==> src/glc_pkg.sv <==
`timescale 1ns / 1ps

package glc_pkg;

   localparam int ENTRIES = 16;
   localparam int IDX_W   = $clog2(ENTRIES);
   localparam int SLOT_W  = 4;

   typedef struct packed {
      logic [15:0] glyph_code;
      logic [7:0]  font_id;
   } req_type;

   typedef struct packed {
      logic             hit;
      logic [SLOT_W-1:0] slot;
   } rsp_type;

   // running result of the tag scan, passed cell to cell
   typedef struct packed {
      logic             found;
      logic [IDX_W-1:0] best_rank;
      logic [IDX_W-1:0] best_idx;
      logic [IDX_W-1:0] vic_rank;
      logic [IDX_W-1:0] vic_idx;
   } scan_type;

   // broadcast recency / retag update
   typedef struct packed {
      logic             en;
      logic             hit;
      logic [IDX_W-1:0] sel_idx;
      logic [IDX_W-1:0] sel_rank;
   } upd_type;

   typedef struct packed {
      logic             valid;
      logic [IDX_W-1:0] rank;
   } cell_stat_type;

   // entry index masked or zero extended to the slot field
   function automatic logic [SLOT_W-1:0] slot_of(input logic [IDX_W-1:0] idx);
      logic [SLOT_W+IDX_W-1:0] wide;
      wide = {{SLOT_W{1'b0}}, idx};
      return wide[SLOT_W-1:0];
   endfunction

endpackage

==> src/glyph_lru_cache_lookup.sv <==
`timescale 1ns / 1ps
// channel   ports                              direction
// req       req_valid req_ready req_data       in   glyph_code, font_id
// rsp       rsp_valid rsp_ready rsp_data       out  hit, slot
//
// during a lookup the request is held while the scan
// result ripples through the row of ENTRIES registered cells, then the
// update state moves the selected entry to the front and loads the response
// reset (synchronous, active high) invalidates every entry and sets rank i
// on entry i; no clearing pass is needed
// a pending response does not block the next request; the update cycle waits
// only while the previous response beat is still untaken
`default_nettype none

module glyph_lru_cache_lookup
   import glc_pkg::*;
(
   input  wire logic    clock,
   input  wire logic    reset,
   input  wire logic    req_valid,
   output logic         req_ready,
   input  wire req_type req_data,
   output logic         rsp_valid,
   input  wire logic    rsp_ready,
   output rsp_type      rsp_data
);

   typedef enum logic [2:0] {
      S_IDLE   = 3'b001,
      S_SCAN   = 3'b010,
      S_UPDATE = 3'b100
   } state_type;

   state_type        state_ff, state_in;
   logic [IDX_W-1:0] cnt_ff, cnt_in;
   req_type          req_ff;
   logic             rsp_valid_ff, rsp_valid_in;
   rsp_type          rsp_ff;
   logic             req_beat;
   logic             upd_fire;
   upd_type          upd;
   scan_type         scan_res;

   // scan chain: link 0 is the seed, link ENTRIES the final result
   scan_type         chain [ENTRIES+1];
   cell_stat_type    stat  [ENTRIES];
   logic [ENTRIES-1:0] rank_zero;

   assign req_ready = (state_ff == S_IDLE);
   assign req_beat  = req_valid && req_ready;
   assign scan_res  = chain[ENTRIES];

   // update fires once the output register is free
   assign upd_fire = (state_ff == S_UPDATE) && (!rsp_valid_ff || rsp_ready);

   always_comb begin
      upd.en       = upd_fire;
      upd.hit      = scan_res.found;
      upd.sel_idx  = scan_res.found ? scan_res.best_idx  : scan_res.vic_idx;
      upd.sel_rank = scan_res.found ? scan_res.best_rank : scan_res.vic_rank;
   end

   // seed: nothing found, victim search starts at rank zero
   assign chain[0] = '0;

   for (genvar i = 0; i < ENTRIES; i++) begin : g_cell
      glc_cell u_cell (
         .clock    (clock),
         .reset    (reset),
         .cell_idx (IDX_W'(i)),
         .req      (req_ff),
         .scan_in  (chain[i]),
         .upd      (upd),
         .scan_out (chain[i+1]),
         .stat     (stat[i])
      );
      assign rank_zero[i] = (stat[i].rank == '0);
   end

   // sequencer
   always_comb begin
      state_in = state_ff;
      cnt_in   = cnt_ff;
      unique case (state_ff)
         S_IDLE: begin
            cnt_in = '0;
            if (req_beat) begin
               state_in = S_SCAN;
            end
         end
         S_SCAN: begin
            cnt_in = cnt_ff + 1'b1;
            // every link has settled by the time the last scan step hands over to update
            if (cnt_ff == IDX_W'(ENTRIES - 1)) begin
               state_in = S_UPDATE;
            end
         end
         S_UPDATE: begin
            if (upd_fire) begin
               state_in = S_IDLE;
            end
         end
         default: begin
            state_in = S_IDLE;
         end
      endcase
   end

   assign rsp_valid_in = upd_fire || (rsp_valid_ff && !rsp_ready);

   always_ff @(posedge clock) begin
      if (reset) begin
         state_ff     <= S_IDLE;
         cnt_ff       <= '0;
         rsp_valid_ff <= 1'b0;
      end else begin
         state_ff     <= state_in;
         cnt_ff       <= cnt_in;
         rsp_valid_ff <= rsp_valid_in;
      end
   end

   // request held for the whole scan and update
   always_ff @(posedge clock) begin
      if (req_beat) begin
         req_ff <= req_data;
      end
   end

   always_ff @(posedge clock) begin
      if (upd_fire) begin
         rsp_ff.hit  <= scan_res.found;
         rsp_ff.slot <= slot_of(upd.sel_idx);
      end
   end

   assign rsp_valid = rsp_valid_ff;
   assign rsp_data  = rsp_ff;

   // exactly one entry is most recent
   a_one_front: assert property (@(posedge clock) disable iff (reset)
      $onehot(rank_zero))
      else $error("recency ranks lost the single front entry");

   // a miss evicts the least recent entry
   a_victim_last: assert property (@(posedge clock) disable iff (reset)
      (state_ff == S_UPDATE) && !scan_res.found |-> scan_res.vic_rank == IDX_W'(ENTRIES - 1))
      else $error("victim is not the least recent entry");

   // a hit points at a valid entry
   a_hit_valid: assert property (@(posedge clock) disable iff (reset)
      (state_ff == S_UPDATE) && scan_res.found |-> stat[scan_res.best_idx].valid)
      else $error("hit on an invalid entry");

   // an accepted request starts the scan
   a_beat_scan: assert property (@(posedge clock) disable iff (reset)
      req_beat |=> state_ff == S_SCAN)
      else $error("request beat did not start a scan");

   // a new response comes only from an update
   a_rsp_src: assert property (@(posedge clock) disable iff (reset)
      $rose(rsp_valid_ff) |-> $past(state_ff == S_UPDATE))
      else $error("response raised outside the update cycle");

endmodule

`default_nettype wire

==> src/glc_cell.sv <==
`timescale 1ns / 1ps

module glc_cell
   import glc_pkg::*;
(
   input  logic                clock,
   input  logic                reset,
   input  logic [IDX_W-1:0]    cell_idx,
   input  req_type             req,
   input  scan_type            scan_in,
   input  upd_type             upd,
   output scan_type            scan_out,
   output cell_stat_type       stat
);

   logic [15:0]      tag_code_ff;
   logic [7:0]       tag_font_ff;
   logic             valid_ff;
   logic [IDX_W-1:0] rank_ff;
   scan_type         scan_ff, scan_in_next;
   logic             match;
   logic             is_sel;

   assign match  = valid_ff && (tag_code_ff == req.glyph_code) && (tag_font_ff == req.font_id);
   assign is_sel = (upd.sel_idx == cell_idx);

   always_comb begin
      scan_in_next = scan_in;
      if (match && (!scan_in.found || (rank_ff < scan_in.best_rank))) begin
         scan_in_next.found     = 1'b1;
         scan_in_next.best_rank = rank_ff;
         scan_in_next.best_idx  = cell_idx;
      end
      if (rank_ff > scan_in.vic_rank) begin
         scan_in_next.vic_rank = rank_ff;
         scan_in_next.vic_idx  = cell_idx;
      end
   end

   always_ff @(posedge clock) begin
      scan_ff <= scan_in_next;
   end

   always_ff @(posedge clock) begin
      if (reset) begin
         valid_ff <= 1'b0;
         rank_ff  <= cell_idx;
      end else if (upd.en) begin
         if (is_sel) begin
            rank_ff <= '0;
            if (!upd.hit) begin
               valid_ff <= 1'b1;
            end
         end else if (rank_ff < upd.sel_rank) begin
            rank_ff <= rank_ff + 1'b1;
         end
      end
   end

   // retag on a miss
   always_ff @(posedge clock) begin
      if (upd.en && is_sel && !upd.hit) begin
         tag_code_ff <= req.glyph_code;
         tag_font_ff <= req.font_id;
      end
   end

   assign scan_out   = scan_ff;
   assign stat.valid = valid_ff;
   assign stat.rank  = rank_ff;

endmodule

==> config.mk <==
export PLATFORM = sky130hd
export DESIGN_NAME = glyph_lru_cache_lookup
export DESIGN_NICKNAME = d
export VERILOG_FILES = /design/src/glc_pkg.sv /design/src/glyph_lru_cache_lookup.sv /design/src/glc_cell.sv
export SDC_FILE = /design/constraint.sdc
export NUM_CORES = 1
export LEC_CHECK = 0
export BUFFER_PORTS_ARGS = -buffer_cell sky130_fd_sc_hd__buf_2
export CAP_MARGIN = 20
export CORE_MARGIN = 2
export CORE_UTILIZATION = 65
export DETAILED_ROUTE_END_ITERATION = 10
export GPL_TIMING_DRIVEN = 0
export PLACE_DENSITY = 0.82
export RECOVER_POWER = 25
export SLEW_MARGIN = 30
export SYNTH_ARGS = -nofsm -noshare
export SYNTH_HDL_FRONTEND = slang
export SYNTH_HIERARCHICAL = 1
export SYNTH_SLANG_ARGS = --single-unit
==> constraint.sdc <==
create_clock -name clock -period 7.5 [get_ports clock]
set_input_delay 0.75 -clock clock [delete_from_list [all_inputs] [get_ports clock]]
set_output_delay 0.75 -clock clock [all_outputs]
set_load 0.05 [all_outputs]
==> results.json, run 1 <==
{
  "status": "completed",
  "switching_share_pct": 27.3,
  "critPathBufInv": 1,
  "grt_max_degree": 26,
  "grt-ovfl-total": 0,
  "io_buffers": 33,
  "cp_max_fo": 25,
  "post_cts_resized": 0,
  "grt_usage_pct": 28.5,
  "yosys_warnings": 6,
  "finalWirelength_mm": 77.6,
  "gp_congestion": 0.799,
  "endpoint_kind": "register",
  "postCtsSetupBuffers": 0,
  "finalCoreUtilization_pct": 75.8,
  "htree_num_levels": 3,
  "finalMaxSlewViolations": 0,
  "dieArea_um2": 55600,
  "clk_path_buf_depth": 3,
  "cts_hold_buf": 0,
  "fmax_mhz": 225,
  "hp-class": "input port to register",
  "initial_core_util_pct": 66.1,
  "critPathSlowestCell": "dfxtp_1",
  "p_int_mw": 8.34,
  "slew_headroom_pct": 13.6,
  "cp_slowest_stage_delay_ns": 1.18,
  "rows": 84,
  "syn_inst": 2578,
  "pwr-share-comb_pct": 20.6,
  "p_leak_nw": 15.8,
  "cp.arrival_ns": 4.71,
  "hpwlAfterDp_mm": 53.0,
  "routed_via_density": 5.60,
  "cts.reportedPaths.clkPinSlew_ns": 0.06,
  "grt_pass1_vias": 22214,
  "drt_iter0_markers": 1580,
  "layout-drive-gt1-share_pct": 16.8,
  "io_pins": 35,
  "setup_tns_ns": 0,
  "finalPower_mw": 11.5,
  "p_seq_share_pct": 46.0,
  "postRouteAntennaNets": 0,
  "num_antenna_cells": 0,
  "cts_tree": "yes",
  "cp_cell_sequence": "buf_2, mux2_2, xor2_1, nor4_4, and3b_2",
  "cp_data_required_time_ns": 7.76,
  "fin_crit_sh_pct": 59.3,
  "die_w_um": 236,
  "die_y_um": 236,
  "p_per_area_nw_per_um2": 287,
  "clkPwrFrac_pct": 33.4,
  "syn2layout_area_growth_pct": 14.6,
  "path_delay_family": "simple AND/OR/NAND/NOR gates",
  "p_sw_mw": 3.14,
  "vdd_drop_max_mv": 0.202,
  "drtPass1Iterations": 5,
  "fin_nets": 3233,
  "clkSinkCount": 773,
  "finClkSkew_ns": 0.0312,
  "grt_pass1_wl_mm": 122,
  "insertion_delay_ns": 0.64,
  "fin_crit_ns": 4.45,
  "vias": 21186,
  "coreArea_um2": 52900,
  "antenna_found_initial": 2,
  "finalHoldViolCount": 0,
  "tightest_slew_ns": 1.29,
  "avgRoutedWirePerCell_um": 20.5,
  "drc": 0,
  "startpoint_type": "register",
  "avgSynthCellArea_um2": 13.6,
  "critical_path_class": "register to register",
  "rsz0062_at_grt": "false",
  "clockRootBuffer": "clkbuf_16",
  "numCtsBuffers": 78,
  "drv_cap": 0,
  "setup_viol": 0,
  "synth_area_um2": 34900
}
-- worst register-to-register path, delay by kind of cell (launching register included) --
kind	cells	cell delay [ns]
xor+xnor	1	0.27
buf+inv	1	0.40
flops	1	1.18
mux	1	0.64
simple gates	2	1.60
-- placed cells by master, fill, tap and decap left out, types with 48 or more instances in the layout --
cell / n
a21o_1: 51
buf_2: 49
edfxtp_1: 477
clkbuf_1: 59
mux2_2: 259
conb_1: 282
o21ai_0: 71
clkbuf_16: 83
xor2_1: 231
dfxtp_1: 296
ha_1: 177
o31ai_1: 48
nand2b_1: 71
nand4_1: 60
nand2_1: 99
inv_1: 161
xnor2_1: 249
-- per-stage QoR --
| stage | std cells | cell area [um^2] | setup slack [ns] | hold WS, ns |
|---|---|---|---|---|
| floorplan | 2858 | 36000 | 4.46 | 0.402 |
| global placement | 3579 | 37000 | 1.77 | 0.425 |
| detailed placement | 3636 | 37900 | 3.27 | 0.418 |
| CTS | 3781 | 40400 | 3.24 | 0.257 |
| global route | 3781 | 40100 | 2.98 | 0.266 |
| finish | 3781 | 40100 | 3.05 | 0.290 |
-- metal layers --
metal  global-route usage, %  wire [um]  vias to the layer above
li1                        -          -                     9899
met1                    36.1      31300                    10372
met2                    49.3      38700                      715
met3                    4.53       4780                      200
met4                    10.6       2840                        0
met5                       0          0                        -
-- flip-flops by register name, indices dropped and copies added, names as in the netlist --
name and cells:
cnt_ff 4, g_cell.u_cell/rank_ff 64, g_cell.u_cell/scan_out 272, g_cell.u_cell/tag_code_ff 256, g_cell.u_cell/tag_font_ff 128, g_cell.u_cell/valid_ff 16
req_ff 24, rsp_data 5, rsp_valid 1, state_ff 3
-- path summary, 6_finish.rpt --
kind	startpoint	endpoint	slack, ns	depth (start not counted)
worst max register to register	g_cell[15].u_cell/scan_out[16]	g_cell[0].u_cell/tag_code_ff[0]	3.05	5
worst min-delay path	req_data[15]	req_ff[15]	0.29	1
worst min register to register	g_cell[12].u_cell/scan_out[16]	g_cell[13].u_cell/scan_out[16]	0.43	1
worst max-delay path	g_cell[15].u_cell/scan_out[16]	g_cell[0].u_cell/tag_code_ff[0]	3.05	5
-- power by group through the flow --
stage | logic (mW) | registers (mW) | clock network [mW]
floorplan | 1.74 | 5.27 | 0
global placement | 2.06 | 5.45 | 0
detailed placement | 2.36 | 5.37 | 0
CTS | 2.39 | 5.29 | 3.87
global route | 2.62 | 5.32 | 4.03
finish | 2.37 | 5.28 | 3.83
-- final cells by class --
cell class	count	area [um^2]
tap	688	861
multi-input combinational	1887	15000
buffer	37	171
fill	3206	12800
clock inverter	36	317
clock buffer	109	2230
timing repair buffer	90	606
sequential	773	20200
inverter	161	604
No activity file was read; power rests on OpenSTA's default activity.
==> run 2, diff against run 1 <==
--- a/config.mk
+++ b/config.mk
@@ -8,10 +8,10 @@
 export BUFFER_PORTS_ARGS = -buffer_cell sky130_fd_sc_hd__buf_2
 export CAP_MARGIN = 20
 export CORE_MARGIN = 2
-export CORE_UTILIZATION = 65
+export CORE_UTILIZATION = 57
 export DETAILED_ROUTE_END_ITERATION = 10
 export GPL_TIMING_DRIVEN = 0
-export PLACE_DENSITY = 0.82
+export PLACE_DENSITY = 0.76
 export RECOVER_POWER = 25
 export SLEW_MARGIN = 30
 export SYNTH_ARGS = -nofsm -noshare
==> constraint.sdc (replaced) <==
create_clock -name clock -period 3.92 [get_ports clock]
set_input_delay 0.392 -clock clock [delete_from_list [all_inputs] [get_ports clock]]
set_output_delay 0.392 -clock clock [all_outputs]
set_load 0.05 [all_outputs]
==> run 2 against run 1 <==
Compared with the run above: clock skew grew 0.010 ns; clock-buffer cell count down 10; worst setup slack got worse by 2.9 ns; via count decreased by 1.1%; global-route usage decreased by 4.4 points; sequential cell count unchanged; cell area rose by 0.94%; register-to-register slack worse by 2.9 ns; hold slack worse by 0.23 ns; largest cell class unchanged.
==> results.json, run 2 (same netlist as run 1, synthesis figures left out) <==
{
  "status": "completed",
  "vdd_drop_max_mv": 0.521,
  "p_per_area_nw_per_um2": 544,
  "cp_max_fo": 25,
  "finClkSkew_ns": 0.0413,
  "fin_crit_ns": 3.80,
  "finalWirelength_mm": 75.2,
  "initial_core_util_pct": 57.8,
  "finalPower_mw": 22.0,
  "rows": 90,
  "final_common_cell": "edfxtp_1",
  "critical_path_class": "register to register",
  "rsz0062_at_grt": "false",
  "layout-drive-gt1-share_pct": 16.8,
  "clk_path_buf_depth": 3,
  "grt_max_degree": 26,
  "fmax_mhz": 263,
  "grt_pass1_vias": 21770,
  "largest_register_ffs": 272,
  "antenna_found_initial": 1,
  "fin_nets": 3256,
  "r2r_cells": 5,
  "routed_via_density": 5.38,
  "coreArea_um2": 60500,
  "die_y_um": 252,
  "grt-ovfl-total": 0,
  "vias": 20959,
  "insertion_delay_ns": 0.65,
  "cts_tree": "yes",
  "postCtsSetupBuffers": 0,
  "drv_cap": 0,
  "setup_viol": 0,
  "grt.busiest_layer": "met2",
  "io_pins": 35,
  "slew_headroom_pct": 27.9,
  "hp-class": "input port to register",
  "finalMaxSlewViolations": 0,
  "finish.instance_area_um2": 40400,
  "die_w_um": 252,
  "use_met1_pct": 30.3,
  "postRouteAntennaNets": 0,
  "grt_usage_pct": 24.1,
  "drtPass1Iterations": 5,
  "tightest_slew_ns": 1.08,
  "hold_depth": 3,
  "io_buffers": 33,
  "clkSinkCount": 773,
  "fin_crit_sh_pct": 96.9,
  "use_met2_pct": 42.1,
  "cp_data_required_time_ns": 4.20,
  "numCtsBuffers": 77,
  "grt_pass1_wl_mm": 118,
  "clockRootBuffer": "clkbuf_16",
  "drt_iter0_markers": 1310,
  "drc": 0,
  "p_leak_nw": 15.9,
  "syn2layout_area_growth_pct": 15.7,
  "num_antenna_cells": 0,
  "grtUsageMet3_pct": 3.69,
  "htree_num_levels": 3,
  "avgRoutedWirePerCell_um": 19.3,
  "holdWs_ns": 0.0559,
  "cp.arrival_ns": 4.08,
  "dieArea_um2": 63300,
  "hpwlAfterDp_mm": 52.0,
  "gp_congestion": 0.800,
  "endpoint_kind": "register",
  "startpoint_type": "register",
  "dpl-instance-area_um2": 38000,
  "cts.reportedPaths.clkPinSlew_ns": 0.06,
  "finalHoldViolCount": 0,
  "final_cell_mix": "edfxtp_1 (477), dfxtp_1 (295), conb_1 (282), mux2_2 (259), xnor2_1 (249)"
}
[run 2: cell count changes in the layout (fill, tap and decap cells not counted), moves of 3 or more]
cell	delta
buf_8	-3
clkbuf_1	-6
clkbuf_16	-4
dlygate4sd3_1	+24
[run 2: critical path, cell delays in order (launching register included)]
cell and delay, ns:
dfxtp_2 0.74, buf_2 0.35, mux2_2 0.62, xor2_1 0.26
nor4_4 0.75, and3b_2 0.70
[run 2: layout make-up]
type | instances | area (um^2)
Sequential cell | 773 | 20300
Fill cell | 4197 | 20000
Multi-Input combinational cell | 1887 | 15000
Clock buffer | 99 | 2130
Tap cell | 782 | 978
Timing Repair Buffer | 114 | 817
Inverter | 161 | 604
Clock inverter | 44 | 448
Buffer | 37 | 168
[run 2: through the flow]
stage / std cells / setup slack, ns / setup TNS (ns) / util (%)
after floorplan: 2858 / 0.923 / 0 / -
after global routing: 3897 / 0.0213 / 0 / 66.9
after global placement: 3673 / -1.94 / -809.66 / 61.4
final: 3897 / 0.121 / 0 / 66.9
after CTS: 3897 / 0.0602 / 0 / 67.5
after detailed placement: 3730 / -0.408 / -33.46 / 62.8
[run 2: power by group]
part / internal [mW] / switching [mW]
clock network: 4.18 / 3.18
registers: 9.53 / 0.558
logic: 2.22 / 2.31
total: 15.9 / 6.05
[run 2: timing repair]
action | 4_1_cts | 5_1_grt
pin swaps | 0 | 0
setup endpoints to repair | 124 | 48
resized for setup | 8 | 2
hold buffers | 24 | 0
endpoints found under the hold margin | 24 | 0
[run 2: worst paths after layout]
path	to	startpoint	slack (ns)
setup / recovery	g_cell[5].u_cell/tag_code_ff[4]	g_cell[15].u_cell/scan_out[16]	0.12
hold / removal	state_ff[1]	req_valid	0.06
setup reg to reg	g_cell[5].u_cell/tag_code_ff[4]	g_cell[15].u_cell/scan_out[16]	0.12
hold reg to reg	g_cell[5].u_cell/scan_out[16]	g_cell[4].u_cell/scan_out[16]	0.44
[run 2: layer usage]
layer	up-vias	part of all wire [%]	routed length, um
li1	9937	-	-
met1	10355	43	32000
met2	516	50	37500
met3	151	4.5	3370
met4	0	3.0	2290
met5	-	0	0
